===== config.mk =====
export PLATFORM = sky130hd
export DESIGN_NAME = glh_queue
export DESIGN_NICKNAME = d
export VERILOG_FILES = /design/src/rtl/glh_pkg.sv /design/src/rtl/glh_queue.sv
export SDC_FILE = /design/constraint.sdc
export NUM_CORES = 1
export LEC_CHECK = 0
export ABC_AREA = 1
export ABC_CLOCK_PERIOD_IN_PS = 2300
export BUFFER_PORTS_ARGS = -buffer_cell sky130_fd_sc_hd__buf_2
export CAP_MARGIN = 10
export CORE_MARGIN = 2
export CORE_UTILIZATION = 30
export DETAILED_ROUTE_END_ITERATION = 8
export PLACE_DENSITY = 0.55
export SLEW_MARGIN = 20
export SYNTH_ARGS = -nofsm -noshare
export SYNTH_HDL_FRONTEND = slang
export SYNTH_SLANG_ARGS = --single-unit
export TNS_END_PERCENT = 50

===== constraint.sdc =====
create_clock -name clk -period 2.3 [get_ports clk]
set_input_delay 0.23 -clock clk [delete_from_list [all_inputs] [get_ports clk]]
set_output_delay 0.23 -clock clk [all_outputs]
set_load 0.05 [all_outputs]

===== src/rtl/glh_pkg.sv =====
// shared constants, item types and helpers of the gray-level histogram
package glh_pkg;

  localparam int BIN_COUNT   = 256;
  localparam int COUNT_BITS  = 24;
  localparam int BIN_W       = $clog2(BIN_COUNT);
  localparam int QUEUE_DEPTH = 4;
  localparam int QPTR_W      = $clog2(QUEUE_DEPTH);

  localparam logic [8:0]            BIN_LIMIT = 9'(BIN_COUNT);
  localparam logic [COUNT_BITS-1:0] COUNT_TOP = '1;
  localparam logic [7:0]            MAX_GRAY_RST = 8'd255;

  typedef enum logic {
    ACT_COUNT = 1'b0,
    ACT_READ  = 1'b1
  } action_t;

  typedef struct packed {
    action_t    action;
    logic [7:0] pixel_value;
    logic [7:0] bin_index;
  } in_item_t;

  typedef struct packed {
    logic [7:0]  bin_number;
    logic [23:0] bin_count;
  } out_item_t;

  // classified work item passed from the front end to the back end
  typedef struct packed {
    action_t          op;
    logic [BIN_W-1:0] addr;
    logic [7:0]       bin_number;
    logic             in_range;
  } job_t;

  // counter value as seen on the result port
  function automatic logic [23:0] out_count(input logic [COUNT_BITS-1:0] c);
    logic [31:0] w;
    w = 32'(c);
    return w[23:0];
  endfunction

endpackage


===== src/rtl/glh_queue.sv =====
// short job queue between front end and back end
module glh_queue
  import glh_pkg::*;
(
  input  logic clk,
  input  logic rst_n,
  input  logic push,
  input  job_t push_job,
  input  logic pop,
  output logic full,
  output logic head_valid,
  output job_t head_job
);

  job_t              slot_r [QUEUE_DEPTH];
  logic [QPTR_W-1:0] wr_ptr_r, wr_ptr_nxt;
  logic [QPTR_W-1:0] rd_ptr_r, rd_ptr_nxt;
  logic [QPTR_W:0]   cnt_r, cnt_nxt;
  logic              do_push;
  logic              do_pop;

  assign full       = cnt_r == (QPTR_W+1)'(QUEUE_DEPTH);
  assign head_valid = cnt_r != '0;
  assign head_job   = slot_r[rd_ptr_r];
  assign do_push    = push && !full;
  assign do_pop     = pop && head_valid;

  // pointer and fill count update
  always_comb begin
    wr_ptr_nxt = wr_ptr_r;
    rd_ptr_nxt = rd_ptr_r;
    cnt_nxt    = cnt_r;
    if (do_push) begin
      wr_ptr_nxt = wr_ptr_r + QPTR_W'(1);
    end
    if (do_pop) begin
      rd_ptr_nxt = rd_ptr_r + QPTR_W'(1);
    end
    if (do_push && !do_pop) begin
      cnt_nxt = cnt_r + (QPTR_W+1)'(1);
    end else if (!do_push && do_pop) begin
      cnt_nxt = cnt_r - (QPTR_W+1)'(1);
    end
  end

  always_ff @(posedge clk) begin
    if (!rst_n) begin
      wr_ptr_r <= '0;
      rd_ptr_r <= '0;
      cnt_r    <= '0;
    end else begin
      wr_ptr_r <= wr_ptr_nxt;
      rd_ptr_r <= rd_ptr_nxt;
      cnt_r    <= cnt_nxt;
    end
  end

  // slot storage
  always_ff @(posedge clk) begin
    if (do_push) begin
      slot_r[wr_ptr_r] <= push_job;
    end
  end

endmodule


Word-level counts from Yosys, hierarchy flattened
Memories as Yosys holds them, arrays and structs flattened. A register that Yosys moved wholly into a read port is not among the register bits.
Index checks and enable logic that the tools add are counted.
{"block": "word_totals", "in_bits": 22, "wordCells": 24, "ff_bits": 7, "out_inout_bits": 20, "mem_count": 1, "mem_bits_ro": 0, "ramBits": 72, "latchBits": 0}
{"name": "slot_r", "depth": 4, "width": 18, "read_ports": 1, "rd_ports_with_merged_regs": 1, "write_ports": 1, "line": "glh_queue.sv:15", "text": "job_t slot_r [QUEUE_DEPTH];"}
{"block": "op_classes", "shift": 0, "bitwise_logic": 0, "muxes": 6, "n_eq_ne": 1, "n_reduce_logical": 9, "order_cmp": 0, "div_mod_pow": 0, "add_sub_neg": 4, "n_mul": 0}
{"operator": "2-to-1 mux 3 bit", "count": 2}
{"operator": "adder 2 x 1 -> 2 bit (second input constant)", "count": 2}
{"operator": "logical AND 1 bit", "count": 4}
{"operator": "2-to-1 mux 2 bit", "count": 2}
{"operator": "adder 3 x 1 -> 3 bit (second input constant)", "count": 1}
{"operator": "equality test 3 bit (second input constant)", "count": 1}
{"operator": "logical NOT 1 bit", "count": 3}
{"operator": "nonzero test 3 bit", "count": 1}
{"operator": "subtractor 3 x 1 -> 3 bit (second input constant)", "count": 1}
{"operator": "2-to-1 mux 1 bit", "count": 2}
{"operator": "nonzero test 2 bit", "count": 1}

Logic depth before layout (Yosys ltp)
{"block": "logic_depth", "word_depth": 7, "mapped_depth": 13, "ltp_nobuf": 13}

Least setup slack after synthesis
OpenSTA, ideal clock, no wires.
{"block": "synth_path", "kind": "register to register", "from": "reg cnt_r[0]", "to": "mem slot_r[0][0] (netlist name) (enable)", "synth_period_minus_slack_ns": 1.790, "required_time_ns": 1.907, "path_stages_with_launch": 5, "arrival_time_ns": 1.397, "n_path_buf": 0, "setup_slack_ns": 0.510, "setup_ns": 0.393, "path_cell_list": "dfxtp_1 > nor2_4 > nand2_4 > nand2_4 > nor2_1"}
{"block": "synth_via", "elab_chain_cells": 5}
{"element": "start, declared", "line": "glh_queue.sv:18", "text": "logic [QPTR_W:0] cnt_r, cnt_nxt;"}
{"element": "start signal, assigned", "line": "glh_queue.sv:54", "text": "cnt_r <= cnt_nxt;"}
{"element": "equality test 3 bit", "line": "glh_queue.sv:22", "text": "assign full = cnt_r == (QPTR_W+1)'(QUEUE_DEPTH);"}
{"element": "logical NOT 1 bit", "line": "glh_queue.sv:25", "text": "assign do_push = push && !full;"}
{"element": "logical AND 1 bit", "line": "glh_queue.sv:25"}
{"element": "2-to-1 mux 1 bit", "line": "glh_queue.sv:60", "text": "if (do_push) begin"}
{"element": "2-to-1 mux 1 bit (not written as such)", "line": "glh_queue.sv:61", "text": "slot_r[wr_ptr_r] <= push_job;"}
{"element": "end, declared", "line": "glh_queue.sv:15"}
No other way between the ends.

==> results.sh <==
export IMPL_status="completed"
export IMPL_slowest_stage="dfxtp_1"
export IMPL_start_util=0.305
export IMPL_area_sequential_sq_mm=0.00234
export IMPL_grt_pass1_wl_um=9750
export IMPL_portBuffers=41
export IMPL_grt_remaining_overflow=0
export IMPL_cp_max_fo=12
export IMPL_ys_ff_latch=81
export IMPL_dp_cells=422
export IMPL_endpoint_kind="primary output"
export IMPL_cp_required_ps=2070
export IMPL_ant_nets=0
export IMPL_rows=38
export IMPL_slew_headroom=0.681
export IMPL_yosysTopAreaCell="edfxtp_1"
export IMPL_wl_per_cell_um=13.8
export IMPL_fill_cells=1091
export IMPL_max_stage_delay_ps=580
export IMPL_wl_um=6040
export IMPL_slew_viol_final=0
export IMPL_place_gp_congestion=0.718
export IMPL_rsz0062_at_grt="false"
export IMPL_core_area_sq_mm=0.0107
export IMPL_hold_class="input pin to register"
export IMPL_syn_nets=271
export IMPL_powerDensity_mw_per_mm2=1210
export IMPL_yosys_cell_count_top_type="edfxtp_1"
export IMPL_layout_drive_gt1_share=0.285
export IMPL_fin_crit_ps=2060
export IMPL_fmax_mhz=487
export IMPL_grt_antenna_before_repair=0
export IMPL_clk_latency_ps=340
export IMPL_firstDrtPassIters=4
export IMPL_synth_area_sq_mm=0.00327
export IMPL_dr_first_iter_drc_count=84
export IMPL_seq_area_frac_synth=0.715
export IMPL_crit_buf_inv=2
export IMPL_cp_cell_sequence="buf_4, o21ai_0, o22ai_1, buf_2"
export IMPL_grt_usage=0.113
export IMPL_ctsResizeCount=0
export IMPL_synth_cells=243
export IMPL_multi_input_area_sq_um=752
export IMPL_cp_top_family="flip-flops"
export IMPL_cts_hold_buf=0
export IMPL_hold_violations=0
export IMPL_synthTopCellsByArea="edfxtp_1 66%, nor2_1 5.6%, dfxtp_1 5.5%, o22ai_1 3.4%, o21ai_0 3.4%"
export IMPL_die_h_um=108
export IMPL_finClkSkew_ps=8.77
export IMPL_grt_max_degree=37
export IMPL_synth_top_area_frac=0.660
export IMPL_grt_pass1_vias=1936
export IMPL_numCtsBuffers=9
export IMPL_path_class="register to primary output"
export IMPL_clkTransAtPathRegs_ps=80
export IMPL_setup_violations=0
export IMPL_clock_sinks=81
export IMPL_cts_setup_buffers=0
export IMPL_synth_common_cells="72 x edfxtp_1, 49 x nor2_1, 22 x o21ai_0"
export IMPL_leakagePower_nw=1.40
export IMPL_synth_edf_count=72
export IMPL_nNetsFinal=321
export IMPL_fin_crit_sh=0.894
export IMPL_layout_cells_non_filler=438
export IMPL_vdd_drop_max_mv=0.595
export IMPL_chipWidth_um=108
export IMPL_start_kind="register"
export IMPL_clk_path_buf_depth=2
export IMPL_cts_root_buf="clkbuf_8"
export IMPL_arrival_ps=1830
export IMPL_avgSynthCellArea_sq_um=13.5
export IMPL_diodes=0
export IMPL_ys_warn_count=0
export IMPL_synthArstFlopShare=0
export IMPL_htreeDepth=3
export IMPL_cap_viol_max_count=0
export IMPL_num_vias=1936
export IMPL_worst_slew_pin_slew_ps=479
export IMPL_yosys_cell_types_count=24
export IMPL_drc=0
export IMPL_dieArea_sq_mm=0.0118
export IMPL_avgViaCountPerCell=4.42
export IMPL_tns_ps=0
export IMPL_ios=42
export IMPL_ys_flop_type="edfxtp_1"
export IMPL_cts_tree="done"
export IMPL_place_hpwl_um=3870
export IMPL_area_growth_pct=16.9
## logic make-up (layout without fill, tap and decap cells)
family,count (synthesis),after routing,share of synthesized area
flip-flops,81,81,0.715
AND/OR/NAND/NOR,70,70,0.0952
AO/OA/AOI/OAI,58,58,0.104
buffers and inverters,27,82,0.0581
adder cells (fa/ha/maj),6,6,0.0252
XOR/XNOR,1,1,0.00268
## layout make-up
cell class,count,share of cell area
sequential,81,0.612
inverter,17,0.0193
tap,140,0.0458
clock buffer,9,0.0324
clock inverter,7,0.0248
multi-input combinational,135,0.196
timing repair buffer,49,0.0693
## worst reg2reg max path, stage by stage (launching register included)
cell	delay, ps
dfxtp_1	360
nor2_4	180
nand2_4	80
nand2_4	100
inv_2	50
ha_1	210
inv_1	90
fa_1	410
o21ai_0	180
nor2_1	60
## metal layers
layer	share of wire	track usage	up-vias
met5	0	0	-
li1	-	-	968
met2	0.49	0.187	32
met4	0.011	0.0302	0
met3	0.051	0.0482	7
met1	0.45	0.136	929
## stage by stage
stage           util  setup slack, ps  hold slack, ps  area (sq um)  power [W]
2_1_floorplan      -              510             329          3270    0.00325
3_3_place_gp   0.336              541             449          3610    0.00356
3_5_place_dp   0.336              484             452          3610    0.00358
4_1_cts        0.356              204            86.2          3830    0.00467
5_1_grt        0.356              105            73.9          3830    0.00489
6_report       0.356              245            95.8          3830    0.00462
## flip-flops by register name (all words and copies together) (netlist names), named ones only
| register | flops |
|---|---|
| cnt_r | 3 |
| rd_ptr_r | 2 |
| slot_r | 72 |
| wr_ptr_r | 2 |
## worst paths after layout
path / cells after the start / slack [ps] / start / endpoint
setup / recovery: 4 / 240 / register / head_job[17]
hold / removal: 1 / 100 / push_job[4] / slot_r[1][4]$_DFFE_PP_
setup reg to reg: 9 / 480 / cnt_r[1]$_SDFFE_PN0P_ / cnt_r[1]$_SDFFE_PN0P_
hold reg to reg: 2 / 510 / rd_ptr_r[1]$_SDFFE_PN0P_ / rd_ptr_r[1]$_SDFFE_PN0P_
## power by group
part           internal (W)  switching, W  leakage, nW
sequential          0.00179     0.0000986        0.734
clock              0.000608      0.000495       0.0991
combinational      0.000404       0.00122        0.567
## placed cells by master, fill, tap and decap left out, drive strengths merged, types with 2 or more instances in the layout
master and instances:
buf 49, nand2 15, clkbuf 9, clkinv 2
dfxtp 9, ha 5, edfxtp 72, a21oi 3
nor2 50, o22ai 18, clkinvlp 3, o21ai 37
bufinv 2, inv 17, nand3 4
(Power assumes the default switching activity.)
