### src/rtl/glh_pkg.sv
// shared constants, item types and helpers of the gray-level histogram
package glh_pkg;

  localparam int BIN_COUNT   = 256;
  localparam int COUNT_BITS  = 24;
  localparam int BIN_W       = $clog2(BIN_COUNT);
  localparam int QUEUE_DEPTH = 4;
  localparam int QPTR_W      = $clog2(QUEUE_DEPTH);

  localparam logic [8:0]            BIN_LIMIT = 9'(BIN_COUNT);
  localparam logic [COUNT_BITS-1:0] COUNT_TOP = '1;
  localparam logic [7:0]            MAX_GRAY_RST = 8'd255;

  typedef enum logic {
    ACT_COUNT = 1'b0,
    ACT_READ  = 1'b1
  } action_t;

  typedef struct packed {
    action_t    action;
    logic [7:0] pixel_value;
    logic [7:0] bin_index;
  } in_item_t;

  typedef struct packed {
    logic [7:0]  bin_number;
    logic [23:0] bin_count;
  } out_item_t;

  // classified work item passed from the front end to the back end
  typedef struct packed {
    action_t          op;
    logic [BIN_W-1:0] addr;
    logic [7:0]       bin_number;
    logic             in_range;
  } job_t;

  // counter value as seen on the result port
  function automatic logic [23:0] out_count(input logic [COUNT_BITS-1:0] c);
    logic [31:0] w;
    w = 32'(c);
    return w[23:0];
  endfunction

endpackage

### src/rtl/glh_front.sv
// front end: takes items, holds max_gray and classifies items into jobs
module glh_front
  import glh_pkg::*;
(
  input  logic       clk,
  input  logic       rst_n,
  input  logic       start,
  output logic       busy,
  input  in_item_t   in_item,
  input  logic       cfg_we,
  input  logic [7:0] cfg_wdata,
  input  logic       queue_full,
  output logic       push,
  output job_t       job
);

  logic [7:0] max_gray_r;
  logic [7:0] max_gray_nxt;
  logic       pix_in_range;
  logic       idx_in_range;
  logic       keep;

  // configuration register
  always_comb begin
    max_gray_nxt = max_gray_r;
    if (cfg_we) begin
      max_gray_nxt = cfg_wdata;
    end
  end

  always_ff @(posedge clk) begin
    if (!rst_n) begin
      max_gray_r <= MAX_GRAY_RST;
    end else begin
      max_gray_r <= max_gray_nxt;
    end
  end

  // classify the item: out-of-range pixels are dropped here
  assign pix_in_range = ({1'b0, in_item.pixel_value} < BIN_LIMIT) &&
                        (in_item.pixel_value <= max_gray_r);
  assign idx_in_range = {1'b0, in_item.bin_index} < BIN_LIMIT;
  assign keep         = (in_item.action == ACT_READ) || pix_in_range;

  assign busy = queue_full;
  assign push = start && !busy && keep;

  always_comb begin
    job.op         = in_item.action;
    job.bin_number = in_item.bin_index;
    if (in_item.action == ACT_READ) begin
      job.addr     = in_item.bin_index[BIN_W-1:0];
      job.in_range = idx_in_range;
    end else begin
      job.addr     = in_item.pixel_value[BIN_W-1:0];
      job.in_range = 1'b1;
    end
  end

endmodule

### config.mk
export PLATFORM = sky130hd
export DESIGN_NAME = glh_front
export DESIGN_NICKNAME = d
export VERILOG_FILES = /design/src/rtl/glh_pkg.sv /design/src/rtl/glh_front.sv
export SDC_FILE = /design/constraint.sdc
export NUM_CORES = 1
export LEC_CHECK = 0
export BUFFER_PORTS_ARGS = -buffer_cell sky130_fd_sc_hd__buf_2
export CAP_MARGIN = 20
export CORE_MARGIN = 2
export CORE_UTILIZATION = 33
export CTS_CLUSTER_DIAMETER = 100
export DETAILED_ROUTE_END_ITERATION = 6
export PLACE_DENSITY = 0.71
export SLEW_MARGIN = 20
export SYNTH_ARGS = -nofsm -noshare
export SYNTH_HDL_FRONTEND = slang
export SYNTH_SLANG_ARGS = --single-unit
export TNS_END_PERCENT = 5
### constraint.sdc
create_clock -name clk -period 1.25 [get_ports clk]
set_clock_uncertainty 0.15 [all_clocks]
set_input_delay 0.0625 -clock clk [delete_from_list [all_inputs] [get_ports clk]]
set_output_delay 0.0625 -clock clk [all_outputs]
set_load 0.01 [all_outputs]
Word-level counts from Yosys, hierarchy flattened. Index checks and enable logic that the tools add are counted.

Flip-flop bits (word level): 8. Bits in latches: 0. RAM bits: 0. Memory bits (read-only): 0. Input bits: 30. Word-level logic and storage cells: 7. Memories: 0.

Add/sub/neg operators: 0. $mul: 0. Divide/modulo/power cells: 0. Order comparisons: 1. Equal/unequal tests: 0. Shifts and indexed selects: 0. Mux-type cells: 1. Bitwise logic cells: 0. Reduce and logical (&&, ||, !) cells: 4.

Operators by type and width (number): $le 8x8->1 (1); $mux 8 (1); $logic_and 1x1->1 (2); $logic_not 1->1 (1); $logic_or 1x1->1 (1).

Logic depth before layout (Yosys ltp). Gate-level depths: netlist of run 1.

Word-level depth: 3. Mapped depth: 6. Mapped depth without buffers: 6.

Least setup slack after synthesis of run 1. OpenSTA, ideal clock, no wires.

Path kind: reg-to-output. Start point: register max_gray_r[7]. End point: output push. Arrival: 1.301 ns. Setup slack: -0.264 ns. Stages on the path, launching flop included: 7. Path buffers: 0. Cells stage by stage: dfxtp_1 -> inv_1 -> ha_1 -> nand4_1 -> o21bai_1 -> a211oi_1 -> nor4b_2.

Longest elaborated chain between the ends: 3.

RTL lines: start: declaration (RTL line glh_front.sv:17) `logic [7:0] max_gray_r;`; start signal: assignment (RTL line glh_front.sv:35) `max_gray_r <= max_gray_nxt;`; $le 8x8->1 (RTL line glh_front.sv:41) `(in_item.pixel_value <= max_gray_r);`; $logic_or 1x1->1 (RTL line glh_front.sv:43) `assign keep = (in_item.action == ACT_READ) || pix_in_range;`; $logic_and 1x1->1 (RTL line glh_front.sv:46) `assign push = start && !busy && keep;`; end: declaration (RTL line glh_front.sv:13) `output logic push,`.

No other way between the ends.

Final worst setup path of run 1.
Start point: register max_gray_r[3]. End point: output push.

Same word-level chain as after synthesis.

==> results of run 1 <==
-- kinds of logic after synthesis --
| kind of cell | count (synthesis) |
|---|---|
| other | 1 |
| AO/OA/AOI/OAI | 15 |
| flip-flops | 8 |
| buffers and inverters | 23 |
| adder cells (fa/ha/maj) | 8 |
| AND/OR/NAND/NOR | 14 |
| multiplexers | 8 |
-- placed cells by master (no fill, tap or decap), drive strengths merged, types with 2 or more instances in the layout --
cell type,instances
nand2,9
a21oi,3
dlygate4sd3,9
o211ai,8
clkbuf,3
nand4,2
buf,61
inv,8
dfxtp,8
mux2,7
ha,8
-- what timing repair did --
action,4_1_cts,5_1_grt
pin swaps,2,0
hold buffers,9,0
resized for setup,15,2
setup buffers,1,0
hold endpoints to repair,8,0
endpoints found under the setup margin,1,1
-- power by group through the flow --
stage                     logic [µW]  clock network [µW]  registers (µW)
after CTS                        337                 200             281
after global placement           265                   0             282
after detailed placement         278                   0             283
after global routing             375                 214             283
final                            340                 195             282
after floorplan                  159                   0             282
-- area by class of cell --
| cell class | instances | area [µm²] | area share [%] |
|---|---|---|---|
| clock buffer | 3 | 22.5 | 1.97 |
| timing repair buffer | 70 | 428 | 37.4 |
| inverter | 8 | 30.0 | 2.62 |
| sequential | 8 | 165 | 14.4 |
| tap | 27 | 33.8 | 2.95 |
| multi-input combinational | 46 | 465 | 40.7 |
-- per-layer routing --
| layer | global-route usage (%) | wire (µm) | vias to the layer above |
|---|---|---|---|
| li1 | - | - | 374 |
| met1 | 17.9 | 743 | 302 |
| met2 | 24.2 | 824 | 36 |
| met3 | 4.60 | 136 | 4 |
| met4 | 9.52 | 30 | 0 |
| met5 | 0 | 0 | - |
-- stage by stage --
step                std cells  utilization [%]  hold WS (ps)  setup slack [ps]  total power [µW]
floorplan                  77                -          9.07              -264               440
global placement          149             48.2           127              -339               548
detailed placement        149             48.2           135              -398               562
CTS                       162             59.4          35.7              -630               818
global route              162             59.6          57.7              -729               872
finish                    162             59.6          42.1              -628               817
-- final timing paths --
check	slack, ps	start	to
max reg2reg	360	max_gray_r[3]	max_gray_r[3]
max	-630	max_gray_r[3]	push
min reg2reg	440	max_gray_r[2]	max_gray_r[2]
min	40	cfg_we	max_gray_r[4]
-- worst max-delay path: stages, from the launching register on --
cell	delay [ps]
dfxtp_1	300
inv_1	70
ha_4	290
nand4_1	90
o21bai_1	210
a211oi_2	60
nor4b_2	230
buf_2	160
==> impl_metrics.env, run 1 <==
export IMPL_status="finished, violations left"
export IMPL_violations="negative setup slack"
export IMPL_vias=716
export IMPL_synth_xor_area_share_pct=0
export IMPL_n_antenna_cell=0
export IMPL_start_kind="register"
export IMPL_grt_max_degree=16
export IMPL_rsz0062_at_grt="yes"
export IMPL_place_congestion=0.766
export IMPL_worst_ep_required_time_ps=1040
export IMPL_pwr_share_clk_pct=23.8
export IMPL_cts_tree="yes"
export IMPL_design_area_mm2=0.00114
export IMPL_hold_class="input pin to register"
export IMPL_crit_fanout=3
export IMPL_intPower_uw=576
export IMPL_powerDensity_mw_per_mm2=713
export IMPL_largest_registers="max_gray_r (8)"
export IMPL_ant_nets=0
export IMPL_largest_register_ffs=8
export IMPL_combPwrFrac_pct=41.7
export IMPL_via_per_inst=4.42
export IMPL_gr_total_overflow=0
export IMPL_die_h_um=48.8
export IMPL_dpl_cell_area_um2=927
export IMPL_ir_drop_uv=543
export IMPL_p_switching_uw=240
export IMPL_synth_top_family_by_area="buffers and inverters"
export IMPL_routed_wl_um=1730
export IMPL_clock_path_buffers=2
export IMPL_worst_slack_ps=-628
export IMPL_swShare_pct=29.4
export IMPL_cts_clk_slew_worst_paths_ps=50
export IMPL_timing_final_max_slew_violations=0
export IMPL_grt_total_usage_pct=15.2
export IMPL_yosys_top_cells_area="dfxtp_1 24%, ha_1 15%, buf_4 12%"
export IMPL_ys_warn_count=0
export IMPL_synth_top_area_share_pct=24.2
export IMPL_htreeDepth=1
export IMPL_die_x_um=48.8
export IMPL_grt_pass1_vias=672
export IMPL_boundaryPins=50
export IMPL_start_util_pct=34.5
export IMPL_drcViolationCount=0
export IMPL_end_kind="output pin"
export IMPL_dr_pass1_iters=3
export IMPL_syn_inst=77
export IMPL_grt_pass1_wl_um=2780
export IMPL_synth_area_um2=663
export IMPL_path_class="register to output pin"
export IMPL_area_growth_pct=72.6
export IMPL_clock_sinks=8
export IMPL_power_leakage_uw=0.000575
export IMPL_fin_crit_ps=1880
export IMPL_synth_seq_cells=8
export IMPL_synthAdderAreaFrac_pct=15.1
export IMPL_synth_fp_nets=115
export IMPL_synthMuxAreaShare_pct=13.4
export IMPL_maxCapViolations=0
export IMPL_rows=16
export IMPL_synth_most_common_cell="buf_4"
export IMPL_syn_area_per_cell_um2=8.61
export IMPL_hold_viol_final=0
export IMPL_portBuffers=48
export IMPL_synth_edff_count=0
export IMPL_synth_flop_cell="dfxtp_1"
export IMPL_worst_skew_pair_late_latency_ps=250
export IMPL_reg2reg_depth=3
export IMPL_yosysTopAreaCell="dfxtp_1"
export IMPL_hold_path_depth=3
export IMPL_tns_ps=-628
export IMPL_synth_cell_types=22
export IMPL_cp_arrival_ps=1670
export IMPL_dieArea_mm2=0.00238
export IMPL_drive_gt1_share_pct=66.7
export IMPL_antenna_found_initial=0
export IMPL_core_mm2=0.00192
export IMPL_synth_compound_area_share_pct=16.2
export IMPL_cts_buffers=3
export IMPL_seqPwrFrac_pct=34.5
export IMPL_cts_root_buf="clkbuf_4"
export IMPL_setup_viol=1
export IMPL_synthSimpleGateAreaFrac_pct=10.9
export IMPL_dp_hpwl_um=1310
export IMPL_drt_iter0_markers=7
export IMPL_routedWlPerCell_um=10.7
export IMPL_synth_async_sr_flop_share_pct=0
export IMPL_top_register="max_gray_r"
export IMPL_yosysSeqAreaShare_pct=24.2
export IMPL_synthTopCellsByCount="11 x buf_4, 9 x nand2_1, 8 x dfxtp_1, 8 x ha_1, 8 x inv_1"
export IMPL_fin_nets=175
export IMPL_nFillCells=188
export IMPL_fmax_ghz=0.533
export IMPL_min_period_over_period_pct=150
Power figures use the tool's default switching activity.
==> run 2, diff against run 1 <==
Settings changed: ABC_AREA from default to 1, PLACE_DENSITY 0.71 to 0.68.
==> run 2 against run 1 <==
The run still ends with negative setup slack left; core utilization fell by 4.1 points; combinational power grew 8.2%; first-iteration DRC count fell by 14%; final area grew 5.1%; sequential share of layout area is 0.70 points lower; via count is 5.9% higher; routed wire length is 2.9% lower; maximum frequency up 17%; critical path depth is the same; non-clock buffer count decreased by 3; register-to-register slack lost 70 ps; area after synthesis is 12% higher; critical path type unchanged; largest power group unchanged.
==> impl_metrics.env, run 2 <==
export IMPL_status="finished, violations left"
export IMPL_violations="negative setup slack"
export IMPL_path_buf_inv=2
export IMPL_grt_pass1_wl_um=2530
export IMPL_power_leakage_uw=0.000654
export IMPL_die_h_um=51.5
export IMPL_maxCapViolations=0
export IMPL_cp_depth=7
export IMPL_reg2reg_depth=4
export IMPL_max_stage_delay_ps=300
export IMPL_synth_seq_cells=8
export IMPL_ant_nets=0
export IMPL_yosysTopAreaCell="dfxtp_1"
export IMPL_reg2reg_slack_ps=290
export IMPL_fmax_ghz=0.620
export IMPL_fin_crit_ps=1610
export IMPL_synthSimpleGateAreaFrac_pct=12.8
export IMPL_hold_path_depth=3
export IMPL_worst_skew_pair_late_latency_ps=250
export IMPL_synth_top_area_share_pct=21.5
export IMPL_synth_cell_types=17
export IMPL_cts_buffers=3
export IMPL_antenna_found_initial=0
export IMPL_synth_xor_area_share_pct=0
export IMPL_clock_path_buffers=2
export IMPL_portBuffers=48
export IMPL_largest_register_ffs=8
export IMPL_ys_warn_count=0
export IMPL_synth_async_sr_flop_share_pct=0
export IMPL_cp_endpoint="push"
export IMPL_place_congestion=0.722
export IMPL_grt_max_degree=17
export IMPL_worst_slack_ps=-362
export IMPL_synth_fp_nets=128
export IMPL_die_x_um=51.5
export IMPL_synth_compound_area_share_pct=14.8
export IMPL_synth_edff_count=0
export IMPL_yosys_top_cells_area="dfxtp_1 22%, mux2_4 14%, ha_1 13%"
export IMPL_via_per_inst=4.38
export IMPL_end_kind="output pin"
export IMPL_rr_startpoint="max_gray_r[2]"
export IMPL_setup_viol=1
export IMPL_ir_drop_uv=384
export IMPL_crit_chain="inv_1 -> ha_4 -> nand2_2 -> nor2_4 -> a21oi_2 -> a21oi_2 -> buf_2"
export IMPL_core_mm2=0.00217
export IMPL_dr_pass1_iters=4
export IMPL_syn_inst=90
export IMPL_cp_startpoint="max_gray_r[6]"
export IMPL_cp_arrival_ps=1400
export IMPL_min_period_over_period_pct=129
export IMPL_fin_util_pct=55.5
export IMPL_synth_top_family_by_area="buffers and inverters"
export IMPL_critPathSlowestCell="dfxtp_1"
export IMPL_synthMuxAreaShare_pct=14.1
export IMPL_path_class="register to output pin"
export IMPL_grt_pass1_vias=632
export IMPL_routedWlPerCell_um=9.73
export IMPL_drcViolationCount=0
export IMPL_layout_common_cells="48 x buf_2, 17 x nand2_1, 10 x buf_4"
export IMPL_synthAdderAreaFrac_pct=13.5
export IMPL_cts_root_buf="clkbuf_4"
export IMPL_fin_nets=185
export IMPL_gr_total_overflow=0
export IMPL_n_antenna_cell=0
export IMPL_cp_top_family="flip-flops"
export IMPL_top_register="max_gray_r"
export IMPL_worst_ep_required_time_ps=1040
export IMPL_powerDensity_mw_per_mm2=702
export IMPL_rows=17
export IMPL_clock_sinks=8
export IMPL_vias=758
export IMPL_start_kind="register"
export IMPL_final_common_cell="buf_2"
export IMPL_synth_most_common_cell="nand2_1"
export IMPL_dp_hpwl_um=1250
export IMPL_rsz0062_at_grt="yes"
export IMPL_cp_common_cell="a21oi_2"
export IMPL_grt_total_usage_pct=13.0
export IMPL_hold_viol_final=0
export IMPL_hold_class="input pin to register"
export IMPL_crit_fanout=2
export IMPL_timing_final_max_slew_violations=0
export IMPL_routed_wl_um=1680
export IMPL_tns_ps=-362
export IMPL_drive_gt1_share_pct=65.5
export IMPL_htreeDepth=1
export IMPL_boundaryPins=50
export IMPL_synthTopCellsByCount="20 x nand2_1, 13 x inv_1, 11 x buf_4"
export IMPL_design_area_mm2=0.00120
export IMPL_drt_iter0_markers=6
export IMPL_dieArea_mm2=0.00265
export IMPL_cts_clk_slew_worst_paths_ps=50
export IMPL_synth_flop_cell="dfxtp_1"
export IMPL_yosysSeqAreaShare_pct=21.5
export IMPL_regToRegEndpoint="max_gray_r[2]"
export IMPL_syn_area_per_cell_um2=8.26
export IMPL_dpl_cell_area_um2=971
export IMPL_area_growth_pct=62.0
export IMPL_largest_registers="max_gray_r (8)"
export IMPL_cts_tree="yes"
export IMPL_start_util_pct=34.3
export IMPL_synth_area_um2=743
-- run 2: cell types whose count changed in the layout (fill, tap and decap cells not counted), sizes merged, moves of 2 or more --
cell / previous run / this run
buf: 61 / 58
inv: 8 / 13
nand2: 9 / 20
nand4: 2 / 0
nor2: 0 / 4
-- run 2: metal layers --
| layer | up-vias | wire length, µm | GRT usage (%) |
|---|---|---|---|
| li1 | 390 | - | - |
| met1 | 336 | 706 | 14.8 |
| met2 | 28 | 826 | 22.2 |
| met3 | 4 | 117 | 1.75 |
| met4 | 0 | 32 | 9.21 |
| met5 | - | 0 | 0 |
-- run 2: cell type report --
class                           instances  area, µm²
Fill cell                             210        966
Multi-Input combinational cell         54        527
Timing Repair Buffer                   67        405
Sequential cell                         8        165
Inverter                               13       48.8
Tap cell                               28       35.0
Clock buffer                            3       22.5
-- run 2: metrics by stage --
stage | worst slack, ps | std cells | hold slack (ps) | power, µW
floorplan | -45.3 | 90 | 35.0 | 477
global placement | -144 | 159 | 121 | 563
CTS | -357 | 171 | 58.6 | 837
global route | -446 | 173 | 92.8 | 890
detailed placement | -152 | 159 | 125 | 572
finish | -362 | 173 | 59.6 | 845
-- run 2: repair_timing --
action / 4_1_cts / 5_1_grt
gates cloned: 0 / 0
pin swaps: 7 / 0
hold buffers: 9 / 0
resized for setup: 19 / 3
setup buffers: 0 / 2
hold endpoints to repair: 8 / 0
setup endpoints to repair: 1 / 1
-- run 2: how the worst min path moves through the flow --
stage,endpoint,slack [ps],from
2_1_floorplan,max_gray_r[5],40,cfg_wdata[5]
3_3_place_gp,max_gray_r[5],120,cfg_wdata[5]
3_5_place_dp,max_gray_r[6],130,cfg_wdata[6]
4_1_cts,max_gray_r[6],60,cfg_we
5_1_grt,max_gray_r[6],90,cfg_we
6_report,max_gray_r[2],60,cfg_we
-- run 2: kinds of logic (layout without fill, tap and decap cells) --
logic type,after synthesis,in the layout
compound gates,14,14
other cells,1,1
mux,7,7
fa+ha+maj,8,8
buf+inv,28,83
simple gates,24,24
flops,8,8
-- run 2: power by group --
part           internal, µW  total (µW)  switching (µW)  leakage, µW
logic                   202         368             166     0.000574
clock network           110         196            86.2    0.0000138
registers               275         281            6.36    0.0000657
-- run 2: worst reg2reg max path, stage by stage, from the launching register on --
cell,delay [ps]
dfxtp_2,320
inv_2,50
buf_4,120
buf_4,120
o211ai_1,130
==> run 3, diff against run 2 <==
Settings changed: REMOVE_ABC_BUFFERS from default to 1, SKIP_CTS_REPAIR_TIMING from default to 1.
==> run 3 against run 2 <==
The flow still finishes with violations (negative setup slack); first-iteration DRC count unchanged; final area decreased by 5.4%; combinational power decreased by 8.2%; sequential power about the same; highest routed layer unchanged; clock power decreased by 8%.
==> impl_metrics.env, run 3 (synthesis results as in run 2) <==
export IMPL_status="finished, violations left"
export IMPL_violations="negative setup slack"
export IMPL_routedWlPerCell_um=9.65
export IMPL_combPwrFrac_pct=42.4
export IMPL_gr_total_overflow=0
export IMPL_grt_total_usage_pct=11.0
export IMPL_grtUsageMet1_pct=11.7
export IMPL_n_antenna_cell=0
export IMPL_worst_ep_required_time_ps=1040
export IMPL_powerDensity_mw_per_mm2=702
export IMPL_cts_clk_slew_worst_paths_ps=50
export IMPL_largest_registers="max_gray_r (8)"
export IMPL_boundaryPins=50
export IMPL_crit_fanout=2
export IMPL_hold_viol_final=0
export IMPL_grt_pass1_vias=600
export IMPL_core_mm2=0.00217
export IMPL_hold_class="input pin to register"
export IMPL_place_congestion=0.795
export IMPL_cp_arrival_ps=1400
export IMPL_final_common_cell="buf_2"
export IMPL_seqPwrFrac_pct=35.1
export IMPL_timing_final_max_slew_violations=0
export IMPL_routed_wl_um=1640
export IMPL_clock_sinks=8
export IMPL_rows=17
export IMPL_swShare_pct=29.2
export IMPL_fin_crit_ps=1610
export IMPL_die_h_um=51.5
export IMPL_cts_buffers=3
export IMPL_dp_hpwl_um=1260
export IMPL_portBuffers=48
export IMPL_setup_viol=1
export IMPL_end_kind="output pin"
export IMPL_drcViolationCount=0
export IMPL_busiest_layer="met2"
export IMPL_grt_pass1_wl_um=2270
export IMPL_fmax_ghz=0.621
export IMPL_start_kind="register"
export IMPL_vias=714
export IMPL_die_x_um=51.5
export IMPL_tns_ps=-360
export IMPL_rsz0062_at_grt="yes"
export IMPL_globalRouteMet2Util_pct=21.6
export IMPL_nFillCells=220
export IMPL_largest_register_ffs=8
export IMPL_clock_path_buffers=2
export IMPL_drive_gt1_share_pct=60.6
export IMPL_maxCapViolations=0
export IMPL_cts_root_buf="clkbuf_4"
export IMPL_worst_skew_pair_late_latency_ps=240
export IMPL_ant_nets=0
export IMPL_power_leakage_uw=0.000634
export IMPL_drt_iter0_markers=6
export IMPL_dr_pass1_iters=4
export IMPL_path_class="register to output pin"
export IMPL_fin_nets=182
export IMPL_via_per_inst=4.20
export IMPL_grt_max_degree=17
export IMPL_layout_common_cells="48 x buf_2, 18 x nand2_1, 9 x dlygate4sd3_1"
export IMPL_p_switching_uw=234
export IMPL_dieArea_mm2=0.00265
export IMPL_antenna_found_initial=0
export IMPL_worst_slack_ps=-360
export IMPL_top_register="max_gray_r"
export IMPL_design_area_mm2=0.00114
export IMPL_htreeDepth=1
export IMPL_ir_drop_uv=491
export IMPL_min_period_over_period_pct=129
export IMPL_area_growth_pct=53.2
export IMPL_intPower_uw=565
export IMPL_grt_use_met3_pct=2.34
export IMPL_pwr_share_clk_pct=22.6
export IMPL_dpl_cell_area_um2=951
export IMPL_cts_tree="yes"
export IMPL_start_util_pct=34.3
## run 3: final timing paths
check / start / endpoint / slack [ps] / cells after the start
worst max register to register: max_gray_r[1] / max_gray_r[1] / 390 / 3
worst min-delay path: cfg_we / max_gray_r[6] / 80 / 2
worst max-delay path: max_gray_r[6] / push / -360 / 7
worst min register to register: max_gray_r[0] / max_gray_r[0] / 380 / 2
## run 3: area by class of cell
cell class	instances	area (µm²)	share of cell area, %
clock buffers	3	22.5	1.98
inverters	13	48.8	4.29
well taps	28	35.0	3.08
flip-flops and latches	8	161	14.2
multi-input cells	54	488	42.9
repair buffers	64	383	33.6
## run 3: critical path, cell delays in order, from the launching register on
cell and delay (ps):
dfxtp_1 300, inv_1 50, ha_1 290, nand2_2 70, nor2_2 120, a21oi_2 70, a21oi_2 120, buf_2 130
## run 3: layer usage
layer  up-vias  routed length (µm)
met5         -                   0
met4         0                   6
met3         2                 120
met2        23                 875
met1       306                 638
li1        383                   -
## run 3: power groups by stage
stage                     clock network, µW  logic [µW]  registers [µW]
final                                   180         338             280
after global routing                    197         380             282
after CTS                               187         285             278
after detailed placement                  0         283             283
after global placement                    0         275             282
after floorplan                           0         133             282
## run 3: metrics by stage
step | worst slack, ps | total power (µW) | std cells | utilization, % | hold slack, ps
after detailed placement | -178 | 566 | 158 | 43.8 | 129
after global routing | -488 | 859 | 170 | 52.5 | 93.8
after CTS | -437 | 750 | 161 | 44.9 | -120
after floorplan | -46.1 | 414 | 75 | - | -25.0
after global placement | -148 | 557 | 158 | 43.8 | 124
final | -360 | 799 | 170 | 52.5 | 75.6
